**config.mk**
```make
export PLATFORM = sky130hd
export DESIGN_NAME = sact_row_update
export DESIGN_NICKNAME = d
export VERILOG_FILES = /design/src/sact_pkg.sv /design/src/sact_row_update.sv
export SDC_FILE = /design/constraint.sdc
export NUM_CORES = 2
export LEC_CHECK = 0
export ABC_CLOCK_PERIOD_IN_PS = 5200
export BUFFER_PORTS_ARGS = -buffer_cell sky130_fd_sc_hd__clkbuf_2
export CORE_AREA = 2 2 222 224
export DETAILED_ROUTE_END_ITERATION = 6
export DIE_AREA = 0 0 224 226
export GPL_TIMING_DRIVEN = 0
export PLACE_DENSITY = 0.66
export SYNTH_ARGS = -nofsm -noshare
export SYNTH_HDL_FRONTEND = slang
export SYNTH_SLANG_ARGS = --single-unit
```
**constraint.sdc**
```tcl
create_clock -name vclk -period 5.2
set_clock_uncertainty 0.15 [all_clocks]
set_input_delay 0.26 -clock vclk [all_inputs]
set_output_delay 0.26 -clock vclk [all_outputs]
set_load 0.005 [all_outputs]
```
**src/sact_pkg.sv**
```systemverilog
// Shared types and constants for the set-associative cache tag model.
`default_nettype none

package sact_pkg;

  localparam int ADDR_W     = 32;
  localparam int TAG_W      = 32;
  localparam int SET_IDX_W  = 6;
  localparam int CNT_W      = 32;
  localparam int LFSR_W     = 16;
  localparam int LFSR_CNT_W = 4;
  localparam int CFG_IDX_W  = 3;
  localparam int CFG_DATA_W = 4;

  localparam logic [LFSR_W-1:0] LFSR_SEED = 16'hACE1;

  // Configuration register indexes
  localparam logic [CFG_IDX_W-1:0] CFG_OFFSET_BITS  = 3'd0;
  localparam logic [CFG_IDX_W-1:0] CFG_INDEX_BITS   = 3'd1;
  localparam logic [CFG_IDX_W-1:0] CFG_WAYS_IN_USE  = 3'd2;
  localparam logic [CFG_IDX_W-1:0] CFG_REPL_POLICY  = 3'd3;
  localparam logic [CFG_IDX_W-1:0] CFG_WRITE_POLICY = 3'd4;

  // Replacement policy codes
  localparam logic [1:0] POL_LRU    = 2'd0;
  localparam logic [1:0] POL_FIFO   = 2'd1;
  localparam logic [1:0] POL_RANDOM = 2'd2;

  localparam logic WPOL_WRITE_THROUGH = 1'b1;
  localparam logic MODE_WRITE         = 1'b1;

  localparam logic [3:0] OFFSET_MAX = 4'd12;
  localparam logic [2:0] INDEX_MAX  = 3'd6;

  // Row update outcome
  typedef struct packed {
    logic hit;
    logic write;
    logic advance;
  } sact_upd_t;

endpackage

`default_nettype wire

```
**src/sact_row_update.sv**
```systemverilog
// Way lookup and replacement update for one set row.
`default_nettype none

module sact_row_update #(
  parameter int MAX_WAYS = 8,
  parameter int WAY_W    = 3,
  parameter int WCNT_W   = 4
) (
  input  wire logic [MAX_WAYS-1:0][sact_pkg::TAG_W-1:0] old_tags,
  input  wire logic [MAX_WAYS-1:0]                    old_valid,
  input  wire logic [sact_pkg::TAG_W-1:0]             tag_in,
  input  wire logic                                   mode,
  input  wire logic [WCNT_W-1:0]                      ways,
  input  wire logic [1:0]                             repl_policy,
  input  wire logic                                   write_policy,
  input  wire logic [WAY_W-1:0]                       victim,
  output logic      [MAX_WAYS-1:0][sact_pkg::TAG_W-1:0] new_tags,
  output logic      [MAX_WAYS-1:0]                    new_valid,
  output sact_pkg::sact_upd_t                         upd
);

  logic [MAX_WAYS-1:0] in_use;
  logic [MAX_WAYS-1:0] match;
  logic [MAX_WAYS-1:0] empty;
  logic [WAY_W-1:0]    hit_way;
  logic [WAY_W-1:0]    empty_way;
  logic [WAY_W-1:0]    last_way;
  logic [WAY_W-1:0]    top;
  logic                allocate;

  always_comb begin
    for (int i = 0; i < MAX_WAYS; i++) begin
      in_use[i] = WCNT_W'(i) < ways;
      match[i]  = in_use[i] && old_valid[i] && old_tags[i] == tag_in;
      empty[i]  = in_use[i] && !old_valid[i];
    end
    hit_way   = '0;
    empty_way = '0;
    for (int i = MAX_WAYS - 1; i >= 0; i--) begin
      if (match[i]) begin
        hit_way = WAY_W'(i);
      end
      if (empty[i]) begin
        empty_way = WAY_W'(i);
      end
    end
  end

  assign last_way = WAY_W'(ways - WCNT_W'(1));
  assign allocate = !(write_policy == sact_pkg::WPOL_WRITE_THROUGH &&
                      mode == sact_pkg::MODE_WRITE);
  assign top      = (|match) ? hit_way : last_way;

  always_comb begin
    new_tags    = old_tags;
    new_valid   = old_valid;
    upd.hit     = |match;
    upd.write   = 1'b0;
    upd.advance = 1'b0;
    if (repl_policy == sact_pkg::POL_LRU && (upd.hit || allocate)) begin
      // move-to-front: ways up to top shift by one, new tag at way 0
      upd.write = 1'b1;
      for (int j = 0; j < MAX_WAYS; j++) begin
        if (j == 0) begin
          new_tags[j]  = tag_in;
          new_valid[j] = 1'b1;
        end else if (WAY_W'(j) <= top) begin
          new_tags[j]  = old_tags[j-1];
          new_valid[j] = old_valid[j-1];
        end
      end
    end else if (!upd.hit && allocate &&
                 (repl_policy == sact_pkg::POL_FIFO || repl_policy == sact_pkg::POL_RANDOM)) begin
      upd.write = 1'b1;
      if (|empty) begin
        new_tags[empty_way]  = tag_in;
        new_valid[empty_way] = 1'b1;
      end else if (repl_policy == sact_pkg::POL_FIFO) begin
        for (int i = 0; i < MAX_WAYS; i++) begin
          if (WAY_W'(i) < last_way) begin
            new_tags[i]  = old_tags[i+1 < MAX_WAYS ? i+1 : i];
            new_valid[i] = old_valid[i+1 < MAX_WAYS ? i+1 : i];
          end else if (WAY_W'(i) == last_way) begin
            new_tags[i]  = tag_in;
            new_valid[i] = 1'b1;
          end
        end
      end else begin
        new_tags[victim]  = tag_in;
        new_valid[victim] = 1'b1;
        upd.advance       = 1'b1;
      end
    end
  end

endmodule

`default_nettype wire

```
* Word-level counts from Yosys, hierarchy flattened
Cells that the tools add are included.
** Storage, ports and cells
- Bits of input ports :: 307
- Logic and storage cells :: 179
- Register bits after elaboration :: 0
** Operators by class
- Order comparisons :: 27
- Reductions and logical operators :: 46
- Bitwise operators :: 2
- Eq/ne operators :: 17
- Muxes and demuxes :: 86
- $add $sub $neg :: 1
** Operator list (number)
- 2-to-1 mux 256 bit :: 4
- 2-to-1 mux 32 bit :: 25
- bitwise mux 256 bit :: 2
- == test 32 bit :: 8
- demux 32 bit (select 3 bit) :: 2
- 2-to-1 mux 3 bit :: 17
- 2-to-1 mux 8 bit :: 4
- logical AND 1 bit :: 30
- 2-to-1 mux 1 bit :: 29
- less-than comparator 3 x 4 -> 1 bit, first input constant :: 4
- bitwise OR 8 bit :: 2
- OR reduction 8 bit :: 2
- == test 3 bit, first input constant :: 4
- less-or-equal comparator 3 bit, first input constant :: 4
- less-than comparator 3 bit, first input constant :: 4
- logical NOT 1 bit :: 10
- less-than comparator 1 x 4 -> 1 bit, first input constant :: 2
- less-than comparator 2 x 4 -> 1 bit, first input constant :: 2
- less-than comparator 3 x 4 -> 1 bit, second input constant :: 2
- demux 1 bit (select 3 bit) :: 2
- == test 2 x 3 -> 1 bit, first input constant :: 2
- >= comparator 3 x 1 -> 1 bit, second input constant :: 2
- less-or-equal comparator 2 x 3 -> 1 bit, first input constant :: 2
- less-than comparator 1 x 3 -> 1 bit, first input constant :: 2
- other kinds (10) :: 12

* Depth between registers and ports, before layout
- Word-level depth :: 18
- Mapped depth :: 16

* Least setup slack after synthesis
No wires, ideal clock.
- Kind :: input to output
- Start point :: in ways[0]
- End point :: out new_tags[190] in the netlist's numbering
- Buffers on the path :: 5
- Path slack :: 1.347 ns
- Stages :: 15
- Arrival time :: 3.443 ns
- Path through :: clkbuf_1 inv_1 ha_1 ha_1 clkbuf_1 inv_1 clkbuf_1 and3_1 clkbuf_1 buf_1 mux2i_1 o211ai_1 a32oi_1 nor2_1 a221o_1
** RTL lines
- start, declared :: line sact_row_update.sv:13 : input wire logic [WCNT_W-1:0] ways,
- end, declared :: line sact_row_update.sv:17 : output logic [MAX_WAYS-1:0][sact_pkg::TAG_W-1:0] new_tags,

* Worst setup path after layout
- Start point :: in repl_policy[1]
- End point :: out new_valid[5]
** Between the ends
- Longest elaborated chain between the ends :: 5
- Elaborated cells between the ends (all ways) :: 10
** Ends and longest elaborated chain
- start, declared :: line sact_row_update.sv:14 : input wire logic [1:0] repl_policy,
- == test 2 x 1 -> 1 bit / == test 2 bit (equally long branches) :: line sact_row_update.sv:73, sact_row_update.sv:78
- 2-to-1 mux 8 bit / logical OR 1 bit (equally long branches) :: line sact_row_update.sv:78, sact_row_update.sv:73
- 2-to-1 mux 8 bit / logical AND 1 bit (equally long branches) :: line sact_row_update.sv:75, sact_row_update.sv:72
- 2-to-1 mux 8 bit :: line sact_row_update.sv:72 : end else if (!upd.hit && allocate &&
- 2-to-1 mux 8 bit (*) :: line sact_row_update.sv:60 : if (repl_policy == sact_pkg::POL_LRU && (upd.hit || allocate)) begin
- end, declared :: line sact_row_update.sv:18 : output logic [MAX_WAYS-1:0] new_valid,
Every way passes the cells marked *; elsewhere a longest branch is shown, timed or not.

==> results.md <==
- Status: complete, but fails checks
- Violations in the final reports: design-rule violations, negative setup slack
- GRT Util Overall: between 50% and 60%
- Initial antenna violation count: 10
- Tmin final: roughly 5.3 ns
- Cells after DPL: about 4,200
- Reg power frac: 0%
- Core box area: between 40,000 and 50,000 um2
- Initial core utilization: 40.33%
- Crit-path leading delay family: buffers and inverters
- Slew HR: 3.612%
- Sw Share: 66.67%
- Clock power share: 0%
- CP arrival: between 4 and 5 ns
- Slowest stage delay, CP: approximately 0.8 ns
- Area of placed instances: 22,950 um2
- Fin util: about 48%
- P_leak: ~10 nW
- Buf+Inv Stages, Crit Path: 7
- Syn Area/Cell: ~6.5 um2
- Hold Fails Final Rpt: 0
- Layout cells sized above 1: between 10% and 20%
- Pre-CTS WS: -0.6374 ns
- First-pass GRT wire length: 191,800 um
- CTS hold repair buffers: 0
- Power, Total: approximately 2.8 mW
- Drt drc: 15
- Final Cycle Share: 102.1%
- Worst EP required: roughly 4.8 ns
- Max IR drop VDD: 0.06861 mV
- Max stage delay cell, worst path: clkbuf_1
- Highest Clock Rate: between 150 and 200 MHz
- Final instance area: between 20,000 and 25,000 um2
- Setup WS post-layout: -0.1108 ns
- CP cell instances: clkbuf_2, inv_1, ha_1, clkbuf_1, clkbuf_1, clkbuf_1, clkbuf_1, a21oi_1, a32oi_1, o21ai_0, mux2i_1, clkbuf_2
- Die Ht: around 230 um
- Filler instances: about 5,400
- Post-detail-place hpwl: around 120,000 um
- PD cells: ~120 nW/um2
- Synthesis-to-layout area growth: 18.37%
- # IOs: 574
- Syn Nets: about 3,300
- Synth warn: 0
- Storage cell area: 0 um2
- Critical Setup Path Class: input port to primary output
- Hold Crit Class: input port to primary output
- Nets@finish: roughly 3,800
- Syn Std Cell Area: 19,500 um2
- Power Internal: ~0.94 mW
- Seq_cells: 0
- Seq/Total Area, Yosys: 0%
- Final ANT Viol Nets: 0
- Initial DRC Count: approximately 5,200
- Final wirelength: 140,100 um
- Switch Pwr: around 1.9 mW
- Setup violators final: 1
- Chip Width: roughly 220 um
- Routed len/inst: roughly 34 um
- Detailed-router iteration count before antenna repair: 7
- Final std cells w/o fill: roughly 4,200
- Rows: a little over 80
- Slew Viols, Final: 0
- RSZ-0062 raised after global routing: false
- Post-synth cell types: between 60 and 70
- GRT overflow: 0
- Hold Path Cell Cnt: 3
- Largest net degree at the start of global routing: 11
- Number of global-route vias before repair: between 20,000 and 30,000
- Die ar.: 50,620 um2
- Crit path launch type: input port
- Vias/cell: just over 7
- Synthesized instance count: 2,999
- Maximum fanout along the worst path: 10
- Critical path depth in cells: 12
- Total number of vias: between 20,000 and 30,000
- CP endpoint kind: primary output
- Max-cap violations: 0
- Worst-margin pin slew: around 1.4 ns
- Port bufs: ~530
- RePlAce Congestion: about 1.1
- Gate power share: between 90% and 100%
- Clkbuf count: 0
- CP most frequent cell: clkbuf_1
==> layer usage <==
metal | share of wire [%] | wire length, um | track usage (%) | vias to the layer above
li1 | - | - | - | 12500
met2 | 41 | 57510 | 76.41 | 2773
met5 | 0.0093 | 13 | 0 | -
met3 | 12 | 17450 | 8.808 | 584
met4 | 9.3 | 12980 | 39.94 | 2
met1 | 37 | 52190 | 66.48 | 14020
==> power by group through the flow <==
stage | Clock (mW) | Combinational [mW] | Sequential (mW)
4_1_cts | 0 | 2.68 | 0
5_1_grt | 0.000000154 | 2.90 | 0
3_3_place_gp | 0 | 2.66 | 0
2_1_floorplan | 0 | 1.46 | 0
6_report | 0.000000232 | 2.83 | 0
3_5_place_dp | 0 | 2.66 | 0
==> worst paths after layout <==
kind / endpoint / slack [ns] / start
min: new_tags[240] / 0.70 / old_tags[240]
max: new_valid[5] / -0.11 / repl_policy[1]
==> placed cells by master, fill, tap and decap left out, types with 33 or more instances in the layout <==
master / instances
clkbuf_2: 554
nand2_1: 449
mux2i_1: 353
clkbuf_1: 309
a221o_1: 254
o21ai_0: 214
nor2_1: 198
xor2_1: 129
xnor2_1: 125
a21oi_1: 121
o211ai_1: 103
buf_2: 76
a211oi_1: 71
a32oi_1: 66
a22oi_1: 63
o221ai_1: 36
nor4_1: 35
nand4_1: 35
a31oi_1: 35
nor2b_1: 33
a21o_1: 33
==> synthesized netlist by cell type, drive strengths merged, types with 5 or more instances <==
cell type	number	share of area, %
o21ai	217	5.6
a22oi	63	2.4
nor4	36	1.2
buf	100	2.5
a21oi	123	3.2
o221ai	36	1.6
a211oi	72	2.8
clkbuf	337	6.5
nand3	15	0.39
inv	20	0.39
nor3	25	0.70
a222oi	32	1.6
nand2	450	8.7
ha	6	0.39
a21o	33	1.3
a221o	254	13
a22o	29	1.3
xnor2	126	5.7
a31oi	36	1.2
nand4	36	1.2
nor2b	33	1.1
o211ai	103	4.0
or4	12	0.48
mux2i	353	18
xor2	129	5.8
a32oi	66	3.0
and2	6	0.19
and3	5	0.16
nor2	201	3.9
==> kinds of logic (layout without fill, tap and decap cells) <==
| family | Yosys count | after routing | share of synthesized area, % |
|---|---|---|---|
| other | 0 | 11 | 0 |
| muxes | 354 | 354 | 18.20 |
| AOI/OAI and AO/OA | 1088 | 1088 | 41.95 |
| and+or+nand+nor | 838 | 838 | 18.65 |
| xor gates and xnor gates | 255 | 255 | 11.45 |
| buffers and inverters | 458 | 988 | 9.362 |
| adders and majority gates | 6 | 6 | 0.3850 |
==> cell type report <==
class	count	area (um2)	area share, %
Antenna cell	11	27.53	0.1193
Buffer	435	1785	7.736
Inverter	21	78.83	0.3415
Timing Repair Buffer	532	2670	11.57
Tap cell	622	778.2	3.372
Multi-Input combinational cell	2541	17740	76.86
==> what timing repair did <==
action,in CTS,in global routing
resized for setup,22,35
pin swaps,1,1
endpoints found under the setup margin,261,246
setup buffers,0,2
==> through the flow <==
step	TNS (ns)	hold WS, ns
2_1_floorplan	0	0.4670
3_3_place_gp	-145.28	0.6897
3_5_place_dp	-82.42	0.6905
4_1_cts	0	0.6957
5_1_grt	0	0.7165
6_report	-0.1108	0.6996
(Power assumes the default switching activity.)
