File: src/sact_pkg.sv
// Shared types and constants for the set-associative cache tag model.
`default_nettype none

package sact_pkg;

  localparam int ADDR_W     = 32;
  localparam int TAG_W      = 32;
  localparam int SET_IDX_W  = 6;
  localparam int CNT_W      = 32;
  localparam int LFSR_W     = 16;
  localparam int LFSR_CNT_W = 4;
  localparam int CFG_IDX_W  = 3;
  localparam int CFG_DATA_W = 4;

  localparam logic [LFSR_W-1:0] LFSR_SEED = 16'hACE1;

  // Configuration register indexes
  localparam logic [CFG_IDX_W-1:0] CFG_OFFSET_BITS  = 3'd0;
  localparam logic [CFG_IDX_W-1:0] CFG_INDEX_BITS   = 3'd1;
  localparam logic [CFG_IDX_W-1:0] CFG_WAYS_IN_USE  = 3'd2;
  localparam logic [CFG_IDX_W-1:0] CFG_REPL_POLICY  = 3'd3;
  localparam logic [CFG_IDX_W-1:0] CFG_WRITE_POLICY = 3'd4;

  // Replacement policy codes
  localparam logic [1:0] POL_LRU    = 2'd0;
  localparam logic [1:0] POL_FIFO   = 2'd1;
  localparam logic [1:0] POL_RANDOM = 2'd2;

  localparam logic WPOL_WRITE_THROUGH = 1'b1;
  localparam logic MODE_WRITE         = 1'b1;

  localparam logic [3:0] OFFSET_MAX = 4'd12;
  localparam logic [2:0] INDEX_MAX  = 3'd6;

  // Row update outcome
  typedef struct packed {
    logic hit;
    logic write;
    logic advance;
  } sact_upd_t;

endpackage

`default_nettype wire

File: src/sact_lfsr.sv
// Replacement LFSR with a bit-serial remainder against the ways in use.
`default_nettype none

module sact_lfsr #(
  parameter int WCNT_W = 4,
  parameter int REM_W  = 5
) (
  input  wire logic              clk,
  input  wire logic              rst,
  input  wire logic [WCNT_W-1:0] ways,
  input  wire logic              advance,
  output logic      [REM_W-2:0]  victim,
  output logic                   ready
);

  logic [sact_pkg::LFSR_W-1:0]     lfsr;
  logic [sact_pkg::LFSR_W-1:0]     lfsr_next;
  logic [REM_W-1:0]                rem;
  logic [REM_W-1:0]                rem_sh;
  logic [REM_W-1:0]                rem_step;
  logic [sact_pkg::LFSR_CNT_W-1:0] cnt;
  logic                            running;
  logic                            stale;
  logic [WCNT_W-1:0]               ways_seen;
  logic                            start;

  // taps 16,14,13,11, shifting right
  assign lfsr_next = {lfsr[0] ^ lfsr[2] ^ lfsr[3] ^ lfsr[5], lfsr[sact_pkg::LFSR_W-1:1]};

  assign rem_sh   = {rem[REM_W-2:0], lfsr[cnt]};
  assign rem_step = (rem_sh >= {1'b0, ways}) ? rem_sh - {1'b0, ways} : rem_sh;
  assign start    = !running && (stale || ways != ways_seen);

  always_ff @(posedge clk) begin
    if (rst) begin
      lfsr      <= sact_pkg::LFSR_SEED;
      running   <= 1'b0;
      stale     <= 1'b1;
      ways_seen <= '0;
    end else if (advance) begin
      lfsr  <= lfsr_next;
      stale <= 1'b1;
    end else if (start) begin
      running   <= 1'b1;
      stale     <= 1'b0;
      ways_seen <= ways;
      cnt       <= '1;
      rem       <= '0;
    end else if (running) begin
      rem <= rem_step;
      cnt <= cnt - 1'b1;
      if (cnt == '0) begin
        running <= 1'b0;
      end
    end
  end

  assign victim = rem[REM_W-2:0];
  assign ready  = !running && !stale && ways == ways_seen;

endmodule

`default_nettype wire

File: config.mk
export PLATFORM = sky130hd
export DESIGN_NAME = sact_lfsr
export DESIGN_NICKNAME = d
export VERILOG_FILES = /design/src/sact_pkg.sv /design/src/sact_lfsr.sv
export SDC_FILE = /design/constraint.sdc
export NUM_CORES = 1
export LEC_CHECK = 0
export ABC_AREA = 1
export BUFFER_PORTS_ARGS = -buffer_cell sky130_fd_sc_hd__buf_4
export CAP_MARGIN = 25
export CORE_ASPECT_RATIO = 1.25
export CORE_MARGIN = 3
export CORE_UTILIZATION = 35
export DETAILED_ROUTE_END_ITERATION = 12
export GPL_TIMING_DRIVEN = 1
export PLACE_DENSITY_LB_ADDON = 0.08
export SYNTH_ARGS = -nofsm -noshare
export SYNTH_HDL_FRONTEND = slang
export SYNTH_SLANG_ARGS = --single-unit
File: constraint.sdc
create_clock -name clk -period 2.9 [get_ports clk]
set_clock_uncertainty 0.05 [all_clocks]
set_input_delay 0.29 -clock clk [delete_from_list [all_inputs] [get_ports clk]]
set_output_delay 0.29 -clock clk [all_outputs]
set_load 0.005 [all_outputs]
Word level (Yosys, flattened, before mapping):

Index checks and enable logic that the tools add are counted.

* register bits after elaboration: 30
* input bits: 7
* output and inout port bits: 5
* word-level logic and storage cells: 36

* add/sub/neg operators: 2
* $lt $le $gt $ge: 2
* equality and inequality tests: 2
* mux-type cells: 8
* bitwise logic cells: 5
* reductions and logical operators: 11

Operator list (number)
* 2-to-1 mux 4 bit: 3
* greater-or-equal comparator 5 x 4 -> 1 bit: 1
* < comparator 4 x 5 -> 1 bit, second input constant: 1
* binary-select mux 1 bit (select 4 bit): 1
* == test 4 bit: 1
* logical NOT 4 bit: 1
* 2-to-1 mux 1 bit: 4
* inequality test 4 bit: 1
* subtractor 4 x 1 -> 4 bit, second input constant: 1
* subtractor 4 bit: 1
* logical AND 1 bit: 3
* AND reduction 3 bit: 1
* bitwise XOR 1 bit: 3
* logical NOT 1 bit: 2
* NOT 1 bit: 2
* AND reduction 2 bit: 1
* nonzero test 2 bit: 1
* OR reduction 2 bit: 1
* logical OR 1 bit: 1

Logic depth before layout (Yosys ltp):

Gate-level depths: netlist (run 1).

* word-level depth: 5
* mapped depth: 18
* gate-level depth less buffers: 18

Worst setup path after synthesis (run 1):

Ideal clock, no wire load.

* kind: register to register
* start point: register cnt[0] (netlist name)
* end point: register rem[2], data pin
* library setup time: 0.258 ns
* arrival time: 1.785 ns
* required time: 2.592 ns
* slack: 0.807 ns
* cell stages (with the launch flop): 10
* buffers on the path: 0
* period minus slack after synthesis: 2.093 ns
* cell sequence: edfxtp_1 -> or2_2 -> nand3_1 -> nand3_1 -> a31oi_1 -> ha_1 -> inv_1 -> fa_1 -> xnor2_1 -> a21oi_2

* cells in the longest elaborated chain, start to end: 5
* elaborated cells on any way between the ends: 6
* those cells by class: add/sub (1); order compare (1); mux (4)

RTL lines
* start, declared: RTL line sact_lfsr.sv:21 `logic [sact_pkg::LFSR_CNT_W-1:0] cnt;`
* start signal, assigned: RTL line sact_lfsr.sv:51 `cnt <= cnt - 1'b1;`
* binary-select mux 1 bit (select 4 bit) (*): RTL line sact_lfsr.sv:30 `assign rem_sh = {rem[REM_W-2:0], lfsr[cnt]};`
* 2-to-1 mux 1 bit (implied by the code) (*): RTL line sact_lfsr.sv:30
* subtractor 4 bit / greater-or-equal comparator 5 x 4 -> 1 bit (equally long branches): RTL line sact_lfsr.sv:31 `assign rem_step = (rem_sh >= {1'b0, ways}) ? rem_sh - {1'b0, ways} : rem_sh;`
* 2-to-1 mux 4 bit (*): RTL line sact_lfsr.sv:31
* 2-to-1 mux 4 bit (*): RTL line sact_lfsr.sv:49 `end else if (running) begin`
* end signal, assigned: RTL line sact_lfsr.sv:50 `rem <= rem_step;`
* end, declared: RTL line sact_lfsr.sv:18 `logic [REM_W-1:0] rem;`

Mark *: on every way between the ends. The rest lies on a longest branch, timed or not. The select of a mux whose other input is x is not followed.
A chain may end at the register's enable or synchronous reset.

Worst setup path in the final report (run 1):

Ends and elaborated chain as after synthesis.

==> results of run 1 <==
-- kinds of logic (layout without fill, tap and decap cells) --
logic type / count (synthesis) / after routing / synth area share
and+or+nand+nor: 93 / 93 / 0.270
buffers and inverters: 41 / 54 / 0.0983
AOI/OAI and AO/OA: 38 / 38 / 0.126
DFF: 30 / 30 / 0.411
adders and majority gates: 7 / 7 / 0.0575
xor gates and xnor gates: 7 / 7 / 0.0371
-- path summary, 6_finish.rpt --
path | to | start | depth (start not counted)
max | rem[2] | cnt[0] | 12
min | running | rst | 2
max reg2reg | rem[2] | cnt[0] | 12
min reg2reg | stale | stale | 2
-- cells in the mapped netlist, drive strengths merged (3+ instances only) --
master   n
a21oi   17
buf      5
dfxtp   22
edfxtp   8
ha       6
inv     34
nand2   51
nand3   18
nor2    20
o21ai   18
or2      3
xnor2    5
-- power by group through the flow --
stage / sequential (W) / combinational, W / clock (W)
6_report: 0.000481 / 0.000171 / 0.000376
5_1_grt: 0.000484 / 0.000200 / 0.000411
4_1_cts: 0.000481 / 0.000174 / 0.000392
3_5_place_dp: 0.000490 / 0.000173 / 0
3_3_place_gp: 0.000489 / 0.000170 / 0
2_1_floorplan: 0.000484 / 0.000134 / 0
-- metrics by stage --
stage / cells / hold WS, ps
CTS: 287 / 195
global placement: 279 / 418
detailed placement: 279 / 423
finish: 287 / 199
floorplan: 216 / 375
global route: 287 / 201
-- registers in the layout (all words and copies together) (netlist names) --
name	cells
lfsr	16
cnt	4
running	1
stale	1
ways_seen	4
rem	4
-- critical path, stage by stage, from the launching register on --
cell      delay, ps
edfxtp_1        530
inv_1           240
nand2_1          80
nand3_1          70
nand2_1          60
nand2_1          50
nand2_1          60
a31oi_1         140
ha_1            160
inv_1            50
fa_1            370
xnor2_1         200
a21oi_2          70
-- layer usage --
| metal | track usage | vias to the layer above | wire length [um] |
|---|---|---|---|
| met2 | 0.246 | 19 | 1750 |
| met5 | 0 | - | 0 |
| li1 | - | 707 | - |
| met3 | 0.0365 | 6 | 121 |
| met1 | 0.163 | 609 | 1480 |
| met4 | 0.0683 | 0 | 76 |
-- area by class of cell --
class / instances / area [sq um]
multi-input combinational: 145 / 811
clock buffer: 6 / 93.8
clock inverter: 2 / 10.0
inverter: 35 / 131
timing repair buffer: 11 / 82.6
tap: 58 / 72.6
sequential: 30 / 681
fill: 473 / 2610
==> results.yml, run 1 <==
global_route:
  grt_max_degree: 31
  grt_pass1_vias: 1412
  grt_usage: 0.145
  grt.overflow.total: 0
  grt_pass1_wl_um: 6200
  antenna_found_initial: 0
logic_synthesis:
  synth-edff-count: 8
  yosysTopAreaCellShare: 0.266
  ys_seq_elements: 30
  netlist_instances: 216
  synth_warnings: 0
  synth_area_leaders: "dfxtp_1 (27%), edfxtp_1 (15%), nand2_1 (10%)"
  synth-async-reset-ratio: 0
  synth.largest_area_cell: "dfxtp_1"
  ys_types: 29
  synth_nets: 230
  syn-cell-area_sq_mm: 0.00165
  syn_avg_cell_area_sq_um: 7.66
  synth_ff_type: "dfxtp_1"
  yosysSeqAreaShare: 0.411
floorplan:
  pin_count: 12
  initial_core_util: 0.368
  dieArea_sq_mm: 0.00559
  die_w_um: 67.5
  rows: 27
  die_h_um: 82.9
  core_area_sq_mm: 0.00449
setup_path:
  worstPathMaxFanout: 13
  crit_required_ps: 2890
  cp-end-kind: "flip-flop"
  critPathArrivalTime_ps: 2390
  startpoint_type: "flip-flop"
  r2r_slack_ps: 500
  critPathKind: "reg2reg"
sta:
  fin_crit_sh: 0.827
  drv_slew: 0
  max_slew.worst_pin.slew_ps: 408
  fin_ws_ps: 502
  hold_violations: 0
  setup_viol: 0
  min_period_ps: 2400
  max_freq_mhz: 417
  slew_headroom: 0.728
  rsz0062_at_grt: "no"
  finalSetupTns_ps: 0
clocking:
  clkSinkCount: 30
  root_buffer: "clkbuf_8"
  cts_tree: "done"
  hold_buffers: 0
  h-tree-depth: 2
  postCtsResizedCells: 0
  post_cts_buffers: 0
  clk_pin_slew_worst_paths_ps: 60
  cts.path.max_buffers: 2
  cts_buffers: 5
  clock_latency_ps: 280
power:
  p_sw_w: 0.000282
  powerDensity_mw_per_mm2: 546
  peakVddDrop_uv: 264
  clockPowerShare: 0.366
  p_sw_frac: 0.274
  p_int_w: 0.000746
  leakage_nw: 0.896
  seqPwrFrac: 0.467
  p_comb_frac: 0.167
  totalPowerFinal_w: 0.00103
drt:
  via_per_inst: 4.67
  wire_per_inst_um: 12.0
  drt_iter0_markers: 46
  first_pass_iters: 4
  num_vias: 1341
  ant_nets: 0
  drt_wl_total_um: 3430
  drc_errors: 0
finish:
  final_common_cell: "nand2_1"
  area_delta_synth_final_pct: 13.8
  final_area_sq_mm: 0.00188
  final_nets: 242
  fin_util: 0.419
  antenna_cells: 0
  final_cell_mix: "nand2_1 (46), inv_1 (33), dfxtp_1 (22), nor2_1 (18), o21ai_0 (16)"
  drive_gt1_frac: 0.157
job:
  drv_cap: 0
min_path:
  min_path_type: "in2reg"
place:
  gp_congestion: 0.853
  place_ws_ps: 502
  numPortBuffers: 11
  placed_area_sq_mm: 0.00178
  post-dp-hpwl_um: 2650
outcome:
  status: "finished clean"
Power figures use the tool's default switching activity.
==> run 2, diff against run 1 <==
Clock period 2.9 ns to 2.5 ns, I/O delays scaled along.
==> results.yml, run 2 (same netlist as run 1, synthesis figures left out) <==
clocking:
  clkSinkCount: 30
  clock_latency_ps: 270
  hold_buffers: 0
  cts.path.max_buffers: 2
  cts_tree: "done"
  cts_buffers: 5
  h-tree-depth: 2
  clk_pin_slew_worst_paths_ps: 60
  root_buffer: "clkbuf_8"
power:
  leakage_nw: 0.886
  peakVddDrop_uv: 400
  powerDensity_mw_per_mm2: 593
  totalPowerFinal_w: 0.00111
place:
  post-dp-hpwl_um: 2560
  placed_area_sq_mm: 0.00179
  numPortBuffers: 11
  place_ws_ps: 156
  gp_congestion: 0.829
finish:
  nFillCells: 488
  drive_gt1_frac: 0.165
  antenna_cells: 0
  area_delta_synth_final_pct: 13.5
  largest_register_ffs: 16
  top_register: "lfsr"
  final_area_sq_mm: 0.00188
  final_cell_mix: "nand2_1 (46), inv_1 (31), dfxtp_1 (22), nor2_1 (18), o21ai_0 (16)"
  final_common_cell: "nand2_1"
  final_nets: 244
  fin_util: 0.418
setup_path:
  critPathArrivalTime_ps: 2300
  r2r_cells: 9
  reg2reg_to: "rem[2]"
  worstPathMaxFanout: 8
  crit_buf_inv: 1
  timing.rr.start: "cnt[0]"
  cp_top_family: "adder cells"
  cp_slowest_cell: "edfxtp_1"
  startpoint_type: "flip-flop"
  cp-end-kind: "flip-flop"
  critPathKind: "reg2reg"
  cpPeakStageDelay_ps: 500
  r2r_slack_ps: 180
  worstPathCellList: "or2_2, nand3_1, nand3_2, a31oi_1, ha_1, inv_1, fa_1, xnor2_1, a21oi_2"
  crit_required_ps: 2480
min_path:
  whs_path_depth: 2
  min_to: "running"
  worstHoldStart: "rst"
  min_path_type: "in2reg"
sta:
  finalSetupTns_ps: 0
  min_period_ps: 2320
  drv_slew: 0
  max_slew.worst_pin.slew_ps: 403
  rsz0062_at_grt: "no"
  setup_viol: 0
  hold_violations: 0
  fin_ws_ps: 182
  slew_headroom: 0.731
  fin_crit_sh: 0.927
  max_freq_mhz: 431
floorplan:
  dieArea_sq_mm: 0.00559
  pin_count: 12
  initial_core_util: 0.368
  core_area_sq_mm: 0.00449
  die_h_um: 82.9
  rows: 27
  die_w_um: 67.5
drt:
  drc_errors: 0
  num_vias: 1372
  ant_nets: 0
  wl_met3_um: 109
  first_pass_iters: 4
  wl_met2_um: 1670
  top_layer: "met4"
  wire_per_inst_um: 11.4
  via_per_inst: 4.75
  drt_wl_total_um: 3290
  drt_iter0_markers: 25
  m1WireLength_um: 1430
global_route:
  grt_pass1_wl_um: 5980
  grt_usage: 0.140
  grt_max_degree: 31
  antenna_found_initial: 0
  grt_pass1_vias: 1402
  grt.overflow.total: 0
outcome:
  status: "finished clean"
job:
  drv_cap: 0
==> run 2: cell count changes in the layout (fill, tap and decap cells not counted) <==
| cell | change |
|---|---|
| buf_4 | +2 |
| clkbuf_1 | +3 |
| clkbuf_16 | -1 |
| clkinv_2 | -2 |
| inv_1 | -2 |
| inv_2 | +2 |
| nand3_1 | -1 |
| nand3_2 | +1 |
==> run 2: what timing repair did <==
action | in CTS | in global routing
gates resized for setup | 0 | 3
buffers inserted | 0 | 1
setup endpoints to repair | 0 | 4
==> run 2: worst max-delay path by stage <==
stage               cells after the start  endpoint   start  slack, ps
global route                           15    rem[0]  cnt[0]          5
global placement                       14    rem[0]  cnt[0]        230
finish                                  9    rem[2]  cnt[0]        180
detailed placement                     12    rem[2]  cnt[0]        160
CTS                                    12    rem[2]  cnt[0]        140
floorplan                               9    rem[2]  cnt[0]        410
==> run 2: routing by layer <==
metal	GRT usage	up-vias
met4	0.0793	0
met1	0.163	631
met2	0.226	17
li1	-	717
met5	0	-
met3	0.0325	7
==> run 2: power breakdown <==
group / switching (W) / leakage [nW] / internal, W
clock network: 0.000160 / 0.0395 / 0.000197
registers: 0.0000217 / 0.253 / 0.000536
logic: 0.000120 / 0.593 / 0.0000791
total: 0.000301 / 0.886 / 0.000812
==> run 2: cell type report <==
class / instances / area [sq um] / area share
flip-flops and latches: 30 / 681 / 0.362
repair buffers: 13 / 97.6 / 0.0520
inverters: 35 / 131 / 0.0700
multi-input cells: 145 / 816 / 0.434
clock buffers: 8 / 80.1 / 0.0426
well taps: 58 / 72.6 / 0.0386
==> run 2: per-stage QoR <==
stage          hold slack, ps  instances
6_report                  170        289
5_1_grt                   181        289
4_1_cts                   160        288
3_5_place_dp              419        280
3_3_place_gp              414        280
2_1_floorplan             335        216
